## src/hdl/lwg_pkg.sv

```systemverilog
// Shared widths, register indexes and limits for the level-wind guide controller.
package lwg_pkg;

    // Field and register widths
    localparam int ENC_W      = 32;
    localparam int POS_W      = 16;
    localparam int CORE_W     = 16;
    localparam int THICK_W    = 12;
    localparam int GAIN_W     = 32;
    localparam int LAYER_W    = 10;
    localparam int FRAC_W     = 16;
    localparam int RES_W      = FRAC_W + 1;

    // Datapath widths: |delta| * gain fits in 63 bits, diameter stays below 2^24
    localparam int PROD_W     = ENC_W + GAIN_W;
    localparam int DIAM_W     = 24;
    localparam int MAG_W      = PROD_W - 1;
    localparam int TOGO_W     = MAG_W - FRAC_W;
    localparam int DIV_CNT_W  = $clog2(PROD_W);

    // Configuration port
    localparam int CFG_IDX_W  = 3;
    localparam int CFG_DATA_W = 32;

    typedef enum logic [CFG_IDX_W-1:0] {
        CFG_MAX_POS   = 3'd0,
        CFG_MIN_POS   = 3'd1,
        CFG_CORE_DIAM = 3'd2,
        CFG_THICKNESS = 3'd3,
        CFG_GAIN      = 3'd4
    } cfg_index_t;

    // Reset values of the configuration registers
    localparam logic [POS_W-1:0]   MAX_POS_RST   = 16'd16000;
    localparam logic [POS_W-1:0]   MIN_POS_RST   = 16'd0;
    localparam logic [CORE_W-1:0]  CORE_DIAM_RST = 16'd10000;
    localparam logic [THICK_W-1:0] THICKNESS_RST = 12'd600;
    localparam logic [GAIN_W-1:0]  GAIN_RST      = 32'd65536;

    // Layer counter saturation
    localparam logic [LAYER_W-1:0] LAYER_MAX = {LAYER_W{1'b1}};

    // Input opcodes
    localparam logic OP_SAMPLE = 1'b0;
    localparam logic OP_ZERO   = 1'b1;

endpackage

```

## src/hdl/lwg_in_if.sv

```systemverilog
// Command channel: opcode and absolute encoder count.
interface lwg_in_if;
    import lwg_pkg::*;

    logic                     valid;
    logic                     ready;
    logic                     opcode;
    logic signed [ENC_W-1:0]  encoder_count;

    modport source (output valid, opcode, encoder_count, input ready);
    modport sink   (input valid, opcode, encoder_count, output ready);
endinterface

```

## src/hdl/lwg_out_if.sv

```systemverilog
// Result channel: one axis target per leg of guide movement.
interface lwg_out_if;
    import lwg_pkg::*;

    logic                valid;
    logic                ready;
    logic [POS_W-1:0]    target_position;
    logic                move_valid;
    logic                heading_right;
    logic [LAYER_W-1:0]  layer_number;
    logic                legs_truncated;
    logic                last;

    modport source (output valid, target_position, move_valid, heading_right,
                    layer_number, legs_truncated, last, input ready);
    modport sink   (input valid, target_position, move_valid, heading_right,
                    layer_number, legs_truncated, last, output ready);
endinterface

```

## src/hdl/lwg_div.sv

```systemverilog
// Restoring radix-2 divider, one quotient bit per cycle.
module lwg_div (
    input  logic                          clk,
    input  logic                          rst_n,
    input  logic                          start,
    input  logic [lwg_pkg::PROD_W-1:0]    dividend,
    input  logic [lwg_pkg::DIAM_W-1:0]    divisor,
    output logic                          done,
    output logic [lwg_pkg::PROD_W-1:0]    quotient
);
    import lwg_pkg::*;

    logic                  busy_reg;
    logic                  done_reg;
    logic [DIV_CNT_W-1:0]  cnt_reg;
    logic [DIAM_W-1:0]     rem_reg;
    logic [DIAM_W-1:0]     divisor_reg;
    logic [PROD_W-1:0]     quo_reg;

    logic [DIAM_W:0]       trial;
    logic [DIAM_W:0]       diff;
    logic                  fits;

    // One trial subtraction per cycle
    always_comb
    begin
        trial = {rem_reg, quo_reg[PROD_W-1]};
        diff  = trial - {1'b0, divisor_reg};
        fits  = (trial >= {1'b0, divisor_reg});
    end

    // Sequencing: count the quotient bits, pulse done on the last one
    always_ff @(posedge clk or negedge rst_n)
    begin
        if (!rst_n)
        begin
            busy_reg <= 1'b0;
            done_reg <= 1'b0;
            cnt_reg  <= '0;
        end
        else
        begin
            done_reg <= 1'b0;
            if (start)
            begin
                busy_reg <= 1'b1;
                cnt_reg  <= '0;
            end
            else if (busy_reg)
            begin
                cnt_reg <= cnt_reg + 1'b1;
                if (cnt_reg == DIV_CNT_W'(PROD_W - 1))
                begin
                    busy_reg <= 1'b0;
                    done_reg <= 1'b1;
                end
            end
        end
    end

    // Partial remainder and dividend/quotient shift register
    always_ff @(posedge clk)
    begin
        if (start)
        begin
            rem_reg     <= '0;
            quo_reg     <= dividend;
            divisor_reg <= divisor;
        end
        else if (busy_reg)
        begin
            rem_reg <= fits ? diff[DIAM_W-1:0] : trial[DIAM_W-1:0];
            quo_reg <= {quo_reg[PROD_W-2:0], fits};
        end
    end

    assign done     = done_reg;
    assign quotient = quo_reg;

    // Remainder stays below the divisor through the whole run
    a_rem_below_divisor: assert property (@(posedge clk) disable iff (!rst_n)
        busy_reg |-> (rem_reg < divisor_reg))
        else $error("divider remainder reached divisor");

    // A start always begins a run
    a_start_busy: assert property (@(posedge clk) disable iff (!rst_n)
        start |=> busy_reg)
        else $error("divider did not start");

    // Done ends the run
    a_done_idle: assert property (@(posedge clk) disable iff (!rst_n)
        done_reg |-> !busy_reg)
        else $error("divider busy after done");

endmodule

```

## src/hdl/level_wind_guide_controller_core.sv

```systemverilog
// Level-wind guide controller: encoder counts in, guide axis targets out.
//
//  channel | dir | handshake     | payload
//  cmd     | in  | valid/ready   | opcode, encoder_count
//  leg     | out | valid/ready   | target_position, move_valid, heading_right,
//          |     |               | layer_number, legs_truncated, last
//  cfg     | in  | cfg_we        | cfg_index, cfg_data (no read-back)
//
//  An encoder sample runs through the serial divider, which produces one
//  quotient bit per cycle; a zero command skips the divider. One item is in
//  flight at a time; cmd.ready is high only when idle. Each leg waits in the
//  output register until taken, so a stall on the leg channel holds the leg
//  sequencer. Reset restores the register defaults and clears the tracking
//  state; there is no clearing pass.
module level_wind_guide_controller_core #(
    parameter int MAX_LEGS = 8
) (
    input  logic                            clk,
    input  logic                            rst_n,
    lwg_in_if.sink                          cmd,
    lwg_out_if.source                       leg,
    input  logic                            cfg_we,
    input  logic [lwg_pkg::CFG_IDX_W-1:0]   cfg_index,
    input  logic [lwg_pkg::CFG_DATA_W-1:0]  cfg_data
);
    import lwg_pkg::*;

    localparam int LEG_W = (MAX_LEGS > 2) ? $clog2(MAX_LEGS) : 1;

    typedef enum logic [7:0] {
        ST_IDLE   = 8'b0000_0001,
        ST_PREP   = 8'b0000_0010,
        ST_DSTART = 8'b0000_0100,
        ST_DWAIT  = 8'b0000_1000,
        ST_SUM    = 8'b0001_0000,
        ST_DECIDE = 8'b0010_0000,
        ST_LEG    = 8'b0100_0000,
        ST_EMIT   = 8'b1000_0000
    } state_t;

    // Configuration registers
    logic [POS_W-1:0]    max_pos_reg;
    logic [POS_W-1:0]    min_pos_reg;
    logic [CORE_W-1:0]   core_diam_reg;
    logic [THICK_W-1:0]  thickness_reg;
    logic [GAIN_W-1:0]   gain_reg;

    // Tracking state
    state_t                     state_reg;
    logic [ENC_W-1:0]           prev_count_reg;
    logic signed [RES_W-1:0]    residue_reg;
    logic [POS_W-1:0]           axis_reg;
    logic                       moving_right_reg;
    logic [LAYER_W-1:0]         layer_reg;
    logic [LEG_W-1:0]           legs_reg;
    logic                       dir_reg;

    // Per-item working registers
    logic                       op_reg;
    logic [ENC_W-1:0]           enc_reg;
    logic [ENC_W-1:0]           delta_reg;
    logic [PROD_W-1:0]          product_reg;
    logic [DIAM_W-1:0]          diam_reg;
    logic signed [PROD_W-1:0]   exact_reg;
    logic [TOGO_W-1:0]          togo_reg;
    logic                       neg_reg;

    // Output register
    logic                  out_valid_reg;
    logic [POS_W-1:0]      out_target_reg;
    logic                  out_move_reg;
    logic                  out_heading_reg;
    logic [LAYER_W-1:0]    out_layer_reg;
    logic                  out_trunc_reg;
    logic                  out_last_reg;

    logic                  div_start;
    logic                  div_done;
    logic [PROD_W-1:0]     div_quotient;

    logic                  cmd_xfer;
    logic                  out_free;
    logic                  out_load;

    // Prep arithmetic
    logic                          dneg;
    logic [ENC_W-1:0]              dmag;
    logic [THICK_W+LAYER_W-1:0]    thick_layer;
    logic [DIAM_W-1:0]             diam_sum;

    // Accumulate / decide arithmetic
    logic signed [PROD_W-1:0]      res_ext;
    logic signed [PROD_W-1:0]      q_ext;
    logic                          exact_neg;
    logic [PROD_W-1:0]             exact_abs;
    logic [TOGO_W-1:0]             togo_new;
    logic [FRAC_W-1:0]             frac_new;
    logic                          will_move;

    // Leg arithmetic
    logic [POS_W-1:0]      rem_room;
    logic                  reverse;
    logic [POS_W-1:0]      axis_after;
    logic                  dir_after;
    logic [TOGO_W-1:0]     togo_after;
    logic [LAYER_W-1:0]    layer_after;
    logic                  leg_last;

    // Single-result payloads for the zero command and the no-move case
    logic [POS_W-1:0]      emit_target;
    logic                  emit_move;
    logic                  emit_heading;
    logic [LAYER_W-1:0]    emit_layer;

    assign cmd_xfer  = cmd.valid && cmd.ready;
    assign cmd.ready = (state_reg == ST_IDLE);
    assign out_free  = !out_valid_reg || leg.ready;
    assign div_start = (state_reg == ST_DSTART);
    assign out_load  = out_free && ((state_reg == ST_LEG) || (state_reg == ST_EMIT));

    // Shared serial divider: |delta| * gain / diameter
    lwg_div u_div (
        .clk      (clk),
        .rst_n    (rst_n),
        .start    (div_start),
        .dividend (product_reg),
        .divisor  (diam_reg),
        .done     (div_done),
        .quotient (div_quotient)
    );

    // Count change magnitude and present reel diameter
    always_comb
    begin
        dneg        = delta_reg[ENC_W-1];
        dmag        = dneg ? (ENC_W'(0) - delta_reg) : delta_reg;
        thick_layer = (THICK_W+LAYER_W)'(thickness_reg) * (THICK_W+LAYER_W)'(layer_reg);
        diam_sum    = DIAM_W'(core_diam_reg) + DIAM_W'({thick_layer, 1'b0});
    end

    // Signed travel in Q16 plus kept residue, then magnitude split
    always_comb
    begin
        res_ext   = PROD_W'(residue_reg);
        q_ext     = $signed({1'b0, div_quotient[MAG_W-1:0]});
        exact_neg = exact_reg[PROD_W-1];
        exact_abs = exact_neg ? (PROD_W'(0) - exact_reg) : exact_reg;
        togo_new  = exact_abs[MAG_W-1:FRAC_W];
        frac_new  = exact_abs[FRAC_W-1:0];
        will_move = |togo_new[TOGO_W-1:1];
    end

    // One leg: run toward the limit in the current direction
    always_comb
    begin
        if (dir_reg)
            rem_room = (axis_reg < max_pos_reg) ? (max_pos_reg - axis_reg) : '0;
        else
            rem_room = (axis_reg > min_pos_reg) ? (axis_reg - min_pos_reg) : '0;
        reverse = (togo_reg > TOGO_W'(rem_room));
        if (reverse)
        begin
            axis_after = dir_reg ? max_pos_reg : min_pos_reg;
            dir_after  = !dir_reg;
            togo_after = togo_reg - TOGO_W'(rem_room);
            if (neg_reg)
                layer_after = (layer_reg != '0) ? (layer_reg - 1'b1) : layer_reg;
            else
                layer_after = (layer_reg != LAYER_MAX) ? (layer_reg + 1'b1) : layer_reg;
        end
        else
        begin
            axis_after  = dir_reg ? (axis_reg + togo_reg[POS_W-1:0])
                                  : (axis_reg - togo_reg[POS_W-1:0]);
            dir_after   = dir_reg;
            togo_after  = '0;
            layer_after = layer_reg;
        end
        leg_last = (togo_after == '0) || (legs_reg == LEG_W'(MAX_LEGS - 1));
    end

    // Zero command reports the home position; otherwise the held position
    always_comb
    begin
        if (op_reg == OP_ZERO)
        begin
            emit_target  = '0;
            emit_move    = 1'b1;
            emit_heading = 1'b1;
            emit_layer   = '0;
        end
        else
        begin
            emit_target  = axis_reg;
            emit_move    = 1'b0;
            emit_heading = moving_right_reg;
            emit_layer   = layer_reg;
        end
    end

    // Configuration writes
    always_ff @(posedge clk or negedge rst_n)
    begin
        if (!rst_n)
        begin
            max_pos_reg   <= MAX_POS_RST;
            min_pos_reg   <= MIN_POS_RST;
            core_diam_reg <= CORE_DIAM_RST;
            thickness_reg <= THICKNESS_RST;
            gain_reg      <= GAIN_RST;
        end
        else if (cfg_we)
        begin
            unique case (cfg_index_t'(cfg_index))
                CFG_MAX_POS:   max_pos_reg   <= cfg_data[POS_W-1:0];
                CFG_MIN_POS:   min_pos_reg   <= cfg_data[POS_W-1:0];
                CFG_CORE_DIAM: core_diam_reg <= cfg_data[CORE_W-1:0];
                CFG_THICKNESS: thickness_reg <= cfg_data[THICK_W-1:0];
                CFG_GAIN:      gain_reg      <= cfg_data[GAIN_W-1:0];
                default:       ;
            endcase
        end
    end

    // Sequencer and tracking state
    always_ff @(posedge clk or negedge rst_n)
    begin
        if (!rst_n)
        begin
            state_reg        <= ST_IDLE;
            prev_count_reg   <= '0;
            residue_reg      <= '0;
            axis_reg         <= '0;
            moving_right_reg <= 1'b1;
            layer_reg        <= '0;
            legs_reg         <= '0;
            dir_reg          <= 1'b1;
        end
        else
        begin
            unique case (state_reg)
                ST_IDLE:
                begin
                    if (cmd_xfer)
                        state_reg <= ST_PREP;
                end
                ST_PREP:
                begin
                    state_reg <= (op_reg == OP_ZERO) ? ST_EMIT : ST_DSTART;
                end
                ST_DSTART:
                begin
                    state_reg <= ST_DWAIT;
                end
                ST_DWAIT:
                begin
                    if (div_done)
                        state_reg <= ST_SUM;
                end
                ST_SUM:
                begin
                    state_reg <= ST_DECIDE;
                end
                ST_DECIDE:
                begin
                    if (will_move)
                    begin
                        residue_reg    <= exact_neg ? -$signed({1'b0, frac_new})
                                                    :  $signed({1'b0, frac_new});
                        prev_count_reg <= enc_reg;
                        dir_reg        <= moving_right_reg ^ exact_neg;
                        legs_reg       <= '0;
                        state_reg      <= ST_LEG;
                    end
                    else
                    begin
                        state_reg <= ST_EMIT;
                    end
                end
                ST_LEG:
                begin
                    if (out_free)
                    begin
                        axis_reg         <= axis_after;
                        dir_reg          <= dir_after;
                        layer_reg        <= layer_after;
                        moving_right_reg <= dir_after ^ neg_reg;
                        legs_reg         <= legs_reg + 1'b1;
                        if (leg_last)
                            state_reg <= ST_IDLE;
                    end
                end
                ST_EMIT:
                begin
                    if (out_free)
                    begin
                        if (op_reg == OP_ZERO)
                        begin
                            prev_count_reg   <= enc_reg;
                            residue_reg      <= '0;
                            axis_reg         <= '0;
                            layer_reg        <= '0;
                            moving_right_reg <= 1'b1;
                        end
                        state_reg <= ST_IDLE;
                    end
                end
                default:
                begin
                    state_reg <= ST_IDLE;
                end
            endcase
        end
    end

    // Working registers for the item in flight
    always_ff @(posedge clk)
    begin
        if (cmd_xfer)
        begin
            op_reg    <= cmd.opcode;
            enc_reg   <= cmd.encoder_count;
            delta_reg <= cmd.encoder_count - prev_count_reg;
        end
        if (state_reg == ST_PREP)
        begin
            product_reg <= PROD_W'(dmag) * PROD_W'(gain_reg);
            diam_reg    <= (diam_sum == '0) ? DIAM_W'(1) : diam_sum;
        end
        if (state_reg == ST_SUM)
            exact_reg <= dneg ? (res_ext - q_ext) : (res_ext + q_ext);
        if (state_reg == ST_DECIDE)
        begin
            togo_reg <= togo_new;
            neg_reg  <= exact_neg;
        end
        else if ((state_reg == ST_LEG) && out_free)
        begin
            togo_reg <= togo_after;
        end
    end

    // Output register valid
    always_ff @(posedge clk or negedge rst_n)
    begin
        if (!rst_n)
            out_valid_reg <= 1'b0;
        else if (out_load)
            out_valid_reg <= 1'b1;
        else if (leg.ready)
            out_valid_reg <= 1'b0;
    end

    // Output register payload
    always_ff @(posedge clk)
    begin
        if (out_load)
        begin
            if (state_reg == ST_LEG)
            begin
                out_target_reg  <= axis_after;
                out_move_reg    <= 1'b1;
                out_heading_reg <= dir_after ^ neg_reg;
                out_layer_reg   <= layer_after;
                out_trunc_reg   <= leg_last && (togo_after != '0);
                out_last_reg    <= leg_last;
            end
            else
            begin
                out_target_reg  <= emit_target;
                out_move_reg    <= emit_move;
                out_heading_reg <= emit_heading;
                out_layer_reg   <= emit_layer;
                out_trunc_reg   <= 1'b0;
                out_last_reg    <= 1'b1;
            end
        end
    end

    assign leg.valid           = out_valid_reg;
    assign leg.target_position = out_target_reg;
    assign leg.move_valid      = out_move_reg;
    assign leg.heading_right   = out_heading_reg;
    assign leg.layer_number    = out_layer_reg;
    assign leg.legs_truncated  = out_trunc_reg;
    assign leg.last            = out_last_reg;

    // Divider only finishes while the sequencer waits for it
    a_div_done_wait: assert property (@(posedge clk) disable iff (!rst_n)
        div_done |-> (state_reg == ST_DWAIT))
        else $error("divider done outside wait state");

    // Every leg has travel left to cover
    a_leg_has_travel: assert property (@(posedge clk) disable iff (!rst_n)
        (state_reg == ST_LEG) |-> (togo_reg != '0))
        else $error("leg state with no travel left");

    // Residue magnitude stays below one whole step
    a_residue_range: assert property (@(posedge clk) disable iff (!rst_n)
        residue_reg != $signed({1'b1, {(RES_W-1){1'b0}}}))
        else $error("step residue reached a whole step");

    // A transfer on cmd starts the sequencer
    a_cmd_starts: assert property (@(posedge clk) disable iff (!rst_n)
        cmd_xfer |=> (state_reg == ST_PREP))
        else $error("command transfer did not start sequencer");

endmodule

```

## src/flat_wrapper.sv

```systemverilog
// flat-port wrapper written by rule: the top's interface ports become plain ports
module level_wind_guide_controller_core_flat import lwg_pkg::*;
#(
    parameter int MAX_LEGS = 8
)
  (clk, rst_n, cfg_we, cfg_index, cfg_data, cmd_valid, cmd_opcode, cmd_encoder_count, cmd_ready, leg_valid, leg_target_position, leg_move_valid, leg_heading_right, leg_layer_number, leg_legs_truncated, leg_last, leg_ready);
  lwg_in_if cmd_i ();
  lwg_out_if leg_i ();
  input  logic clk;
  input  logic rst_n;
  input  logic cfg_we;
  input  logic [lwg_pkg::CFG_IDX_W-1:0] cfg_index;
  input  logic [lwg_pkg::CFG_DATA_W-1:0] cfg_data;
  input wire logic [$bits(cmd_i.valid)-1:0] cmd_valid;
  input wire logic [$bits(cmd_i.opcode)-1:0] cmd_opcode;
  input wire logic [$bits(cmd_i.encoder_count)-1:0] cmd_encoder_count;
  output wire logic [$bits(cmd_i.ready)-1:0] cmd_ready;
  output wire logic [$bits(leg_i.valid)-1:0] leg_valid;
  output wire logic [$bits(leg_i.target_position)-1:0] leg_target_position;
  output wire logic [$bits(leg_i.move_valid)-1:0] leg_move_valid;
  output wire logic [$bits(leg_i.heading_right)-1:0] leg_heading_right;
  output wire logic [$bits(leg_i.layer_number)-1:0] leg_layer_number;
  output wire logic [$bits(leg_i.legs_truncated)-1:0] leg_legs_truncated;
  output wire logic [$bits(leg_i.last)-1:0] leg_last;
  input wire logic [$bits(leg_i.ready)-1:0] leg_ready;
  assign cmd_i.valid = cmd_valid;
  assign cmd_i.opcode = cmd_opcode;
  assign cmd_i.encoder_count = cmd_encoder_count;
  assign cmd_ready = cmd_i.ready;
  assign leg_valid = leg_i.valid;
  assign leg_target_position = leg_i.target_position;
  assign leg_move_valid = leg_i.move_valid;
  assign leg_heading_right = leg_i.heading_right;
  assign leg_layer_number = leg_i.layer_number;
  assign leg_legs_truncated = leg_i.legs_truncated;
  assign leg_last = leg_i.last;
  assign leg_i.ready = leg_ready;
  level_wind_guide_controller_core #(.MAX_LEGS(MAX_LEGS)) u_core (.clk(clk), .rst_n(rst_n), .cmd(cmd_i), .leg(leg_i), .cfg_we(cfg_we), .cfg_index(cfg_index), .cfg_data(cfg_data));
endmodule
```

## config.mk

```make
export PLATFORM = sky130hd
export DESIGN_NAME = level_wind_guide_controller_core_flat
export DESIGN_NICKNAME = d
export VERILOG_FILES = /design/src/hdl/lwg_pkg.sv /design/src/hdl/lwg_in_if.sv /design/src/hdl/lwg_out_if.sv /design/src/hdl/lwg_div.sv /design/src/hdl/level_wind_guide_controller_core.sv /design/src/flat_wrapper.sv
export SDC_FILE = /design/constraint.sdc
export NUM_CORES = 2
export LEC_CHECK = 0
export BUFFER_PORTS_ARGS = -buffer_cell sky130_fd_sc_hd__buf_2
export CAP_MARGIN = 5
export CORE_MARGIN = 2
export CORE_UTILIZATION = 50
export DETAILED_ROUTE_END_ITERATION = 8
export PLACE_DENSITY = 0.66
export SKIP_CTS_REPAIR_TIMING = 1
export SLEW_MARGIN = 30
export SYNTH_ARGS = -nofsm -noshare
export SYNTH_HDL_FRONTEND = slang
export SYNTH_HIERARCHICAL = 1
export SYNTH_SLANG_ARGS = --single-unit
```

## constraint.sdc

```tcl
create_clock -name clk -period 12.46 [get_ports clk]
set_input_delay 0.623 -clock clk [delete_from_list [all_inputs] [get_ports clk]]
set_output_delay 0.623 -clock clk [all_outputs]
set_load 0.03 [all_outputs]
```

==> results.cfg <==
[placement]
hpwl_um = 152000
dp.cells = 9780
port_buffers = 104
place_congestion = 0.912

[worst_setup_path]
cp_common_cell = fa_1
worst-setup-path-type = reg2reg
rr_worst_depth = 34
crit-reg2reg-launch = u_core/delta_reg[0]
endpoint_kind = flip-flop
r2r_setup_slack_ns = 1.81
cp-startpoint = u_core/delta_reg[0]
path_max_fanout = 34
critPathLaunchType = flip-flop
crit_path_end = u_core/product_reg[61]
critPathArrivalTime_ns = 11.07
worst_r2r_endpoint = u_core/product_reg[61]
required_ns = 12.88
slowest_stage = fa_1
worst_path_largest_cell_delay_ns = 0.51

[routing]
drc_errors = 0
drt-total-wl_um = 197000
via_per_inst = 5.67
first_pass_iters = 6
routedWlPerCell_um = 19.9
drtIter0Drc = 4356
vias = 56200
ant_nets = 0

[global_route]
antenna_found_initial = 6
grt_pass1_wl_um = 317000
grt_pass1_vias = 57600
grt-ovfl-total = 0
gr-usage-all-layers_pct = 26.0
grt_max_degree = 87

[sta]
whs_ns = 0.0939
final-setup-viol-count = 0
min_period_over_period_pct = 85.5
period_minus_slack_ns = 10.65
drv_slew = 0
timing.fmax_mhz = 93.9
rsz0062_at_grt = false
finalSetupTns_ns = 0
hold_violations = 0
clock_skew_ns = 0.0440
maxSlewHeadroom_pct = 29.8
worstMarginPinSlew_ns = 1.05

[finish]
multiInputGateArea_mm2 = 0.0533
finalNonFillerCells = 9912
fillCellCount = 13500
num-nets-final = 9419
area_delta_synth_final_pct = 6.50
drive_gt1_share_pct = 7.74
register_area_mm2 = 0.0167

[logic_synthesis]
ys_ff_latch = 596
synth_top_family_by_area = adder cells
synth_nets = 9525
synth.avg_cell_area_um2 = 9.51
synth_edf_count = 383
yosys.area_share.simple_pct = 16.7
synth_area_mm2 = 0.0755
synth_xor_area_share_pct = 5.35
seq_area_frac_synth_pct = 22.2
synth_cells = 7945
netlist-cell-type-count = 103
async_reset_ff_share_pct = 31.7
synth_adder_area_share_pct = 34.7
ys.warnings.count = 6
yosysTopAreaCell = fa_1
muxShareOfSynthArea_pct = 3.23
synth_compound_area_share_pct = 10.1
ys.flop_type = edfxtp_1
yosysTopAreaCellShare_pct = 26.0
synth.area.top_cells = fa_1 (26%), edfxtp_1 (15%), ha_1 (8.7%), inv_1 (5.7%), dfrtp_1 (5.6%)

[clock_tree]
cts_tree = yes
clockBufferDepth = 3
cts_made_buffers = 72
ctsHtreeMaxLevel = 3
insertion_delay_ns = 0.71
cts.sinks = 596
cts_root_buffer = clkbuf_16
clk_pin_slew_worst_paths_ns = 0.06

[floorplanning]
rows = 142
die-height_um = 393
dieArea_mm2 = 0.154
start_util_pct = 50.4
die_x_um = 393
pin_count = 105
core_mm2 = 0.150

[job]
drv_cap = 0

[status]
outcome = complete, no violations

[hold_path]
hp-class = in2reg
==> how the worst min path moves through the flow <==
stage                              startpoint                            to  depth (start not counted)
after floorplan                         rst_n            u_core/axis_reg[0]                          0
after global placement    u_core/diam_reg[23]  u_core/u_div/divisor_reg[23]                          0
after detailed placement   u_core/diam_reg[3]   u_core/u_div/divisor_reg[3]                          0
after CTS                               rst_n              u_core/leg.valid                          1
after global routing               cmd_opcode                 u_core/op_reg                          1
final                              cmd_opcode                 u_core/op_reg                          1
==> cells in the mapped netlist (37+ instances only) <==
library cell and instances:
a211oi_1 55, a21o_1 127, a21oi_1 300, a31oi_1 50, and2_1 667, and3_1 45
clkbuf_1 331, dfrtp_1 170, edfxtp_1 383, fa_1 982, ha_1 525, inv_1 1137
mux2_2 148, nand2_1 818, nand2b_1 49, nand3_1 119, nand4_1 52, nor2_1 314
nor2b_1 42, nor3_1 121, nor4_1 37, o21a_1 62, o21ai_0 276, o31ai_1 41
or3_1 54, or4_1 38, xnor2_1 304, xor2_1 157
==> stage by stage <==
step | area, µm² | util, % | worst slack [ns]
floorplan | 75500 | - | 3.05
global placement | 78000 | 52.0 | 1.95
detailed placement | 78100 | 52.1 | 1.81
CTS | 80400 | 53.6 | 1.78
global route | 80400 | 53.6 | 1.28
finish | 80400 | 53.6 | 1.81
==> cell type report <==
cell class	instances	share of cell area, %
Clock buffer	86	2.38
Tap cell	2016	3.14
Multi-Input combinational cell	5831	66.3
Antenna cell	1	0.00311
Clock inverter	44	0.527
Inverter	1138	5.31
Timing Repair Buffer	200	1.56
Sequential cell	596	20.8
==> metal layers <==
layer | part of all wire, % | wire (µm) | GRT usage [%] | vias to the layer above
met5 | 0.012 | 24 | 0 | -
met3 | 7.5 | 14800 | 4.77 | 306
met4 | 2.9 | 5700 | 7.78 | 4
met2 | 45 | 89100 | 41.1 | 2023
met1 | 44 | 87700 | 36.4 | 28000
li1 | - | - | - | 25800
==> worst max-delay path, delay by kind of cell, from the launching register on <==
family / cells / cell delay [ns]
XOR/XNOR: 2 / 0.28
adder cells (fa/ha/maj): 9 / 4.23
AO/OA/AOI/OAI: 7 / 1.88
buffers and inverters: 6 / 0.88
flip-flops: 1 / 0.35
AND/OR/NAND/NOR: 10 / 2.75
==> kinds of logic (layout without fill, tap and decap cells) <==
logic type / Yosys count / count (layout)
XOR/XNOR: 461 / 461
adder cells (fa/ha/maj): 1507 / 1507
AO/OA/AOI/OAI: 1187 / 1187
other: 0 / 1
multiplexers: 210 / 210
flip-flops: 596 / 596
buffers and inverters: 1518 / 1468
AND/OR/NAND/NOR: 2466 / 2466
==> cell usage in the layout, fill, tap and decap left out, drive strengths merged, types with 36 or more instances in the layout <==
cell type	instances
edfxtp	383
nand3	119
dfrtp	170
nor2b	43
fa	982
nand2	819
ha	525
xnor2	304
a211oi	56
xor2	157
o21a	62
o21bai	36
a21o	127
and2	667
buf	199
clkbuf	86
mux2	182
and3	45
nand4	53
inv	1143
nor4	43
o21ai	299
o31ai	41
a21oi	302
nand2b	49
nor3	128
a31oi	50
or3	55
nor2	314
or4	40
Power is not shown: default switching activity piles up to over one toggle a cycle in this logic, so the estimate is an artifact.
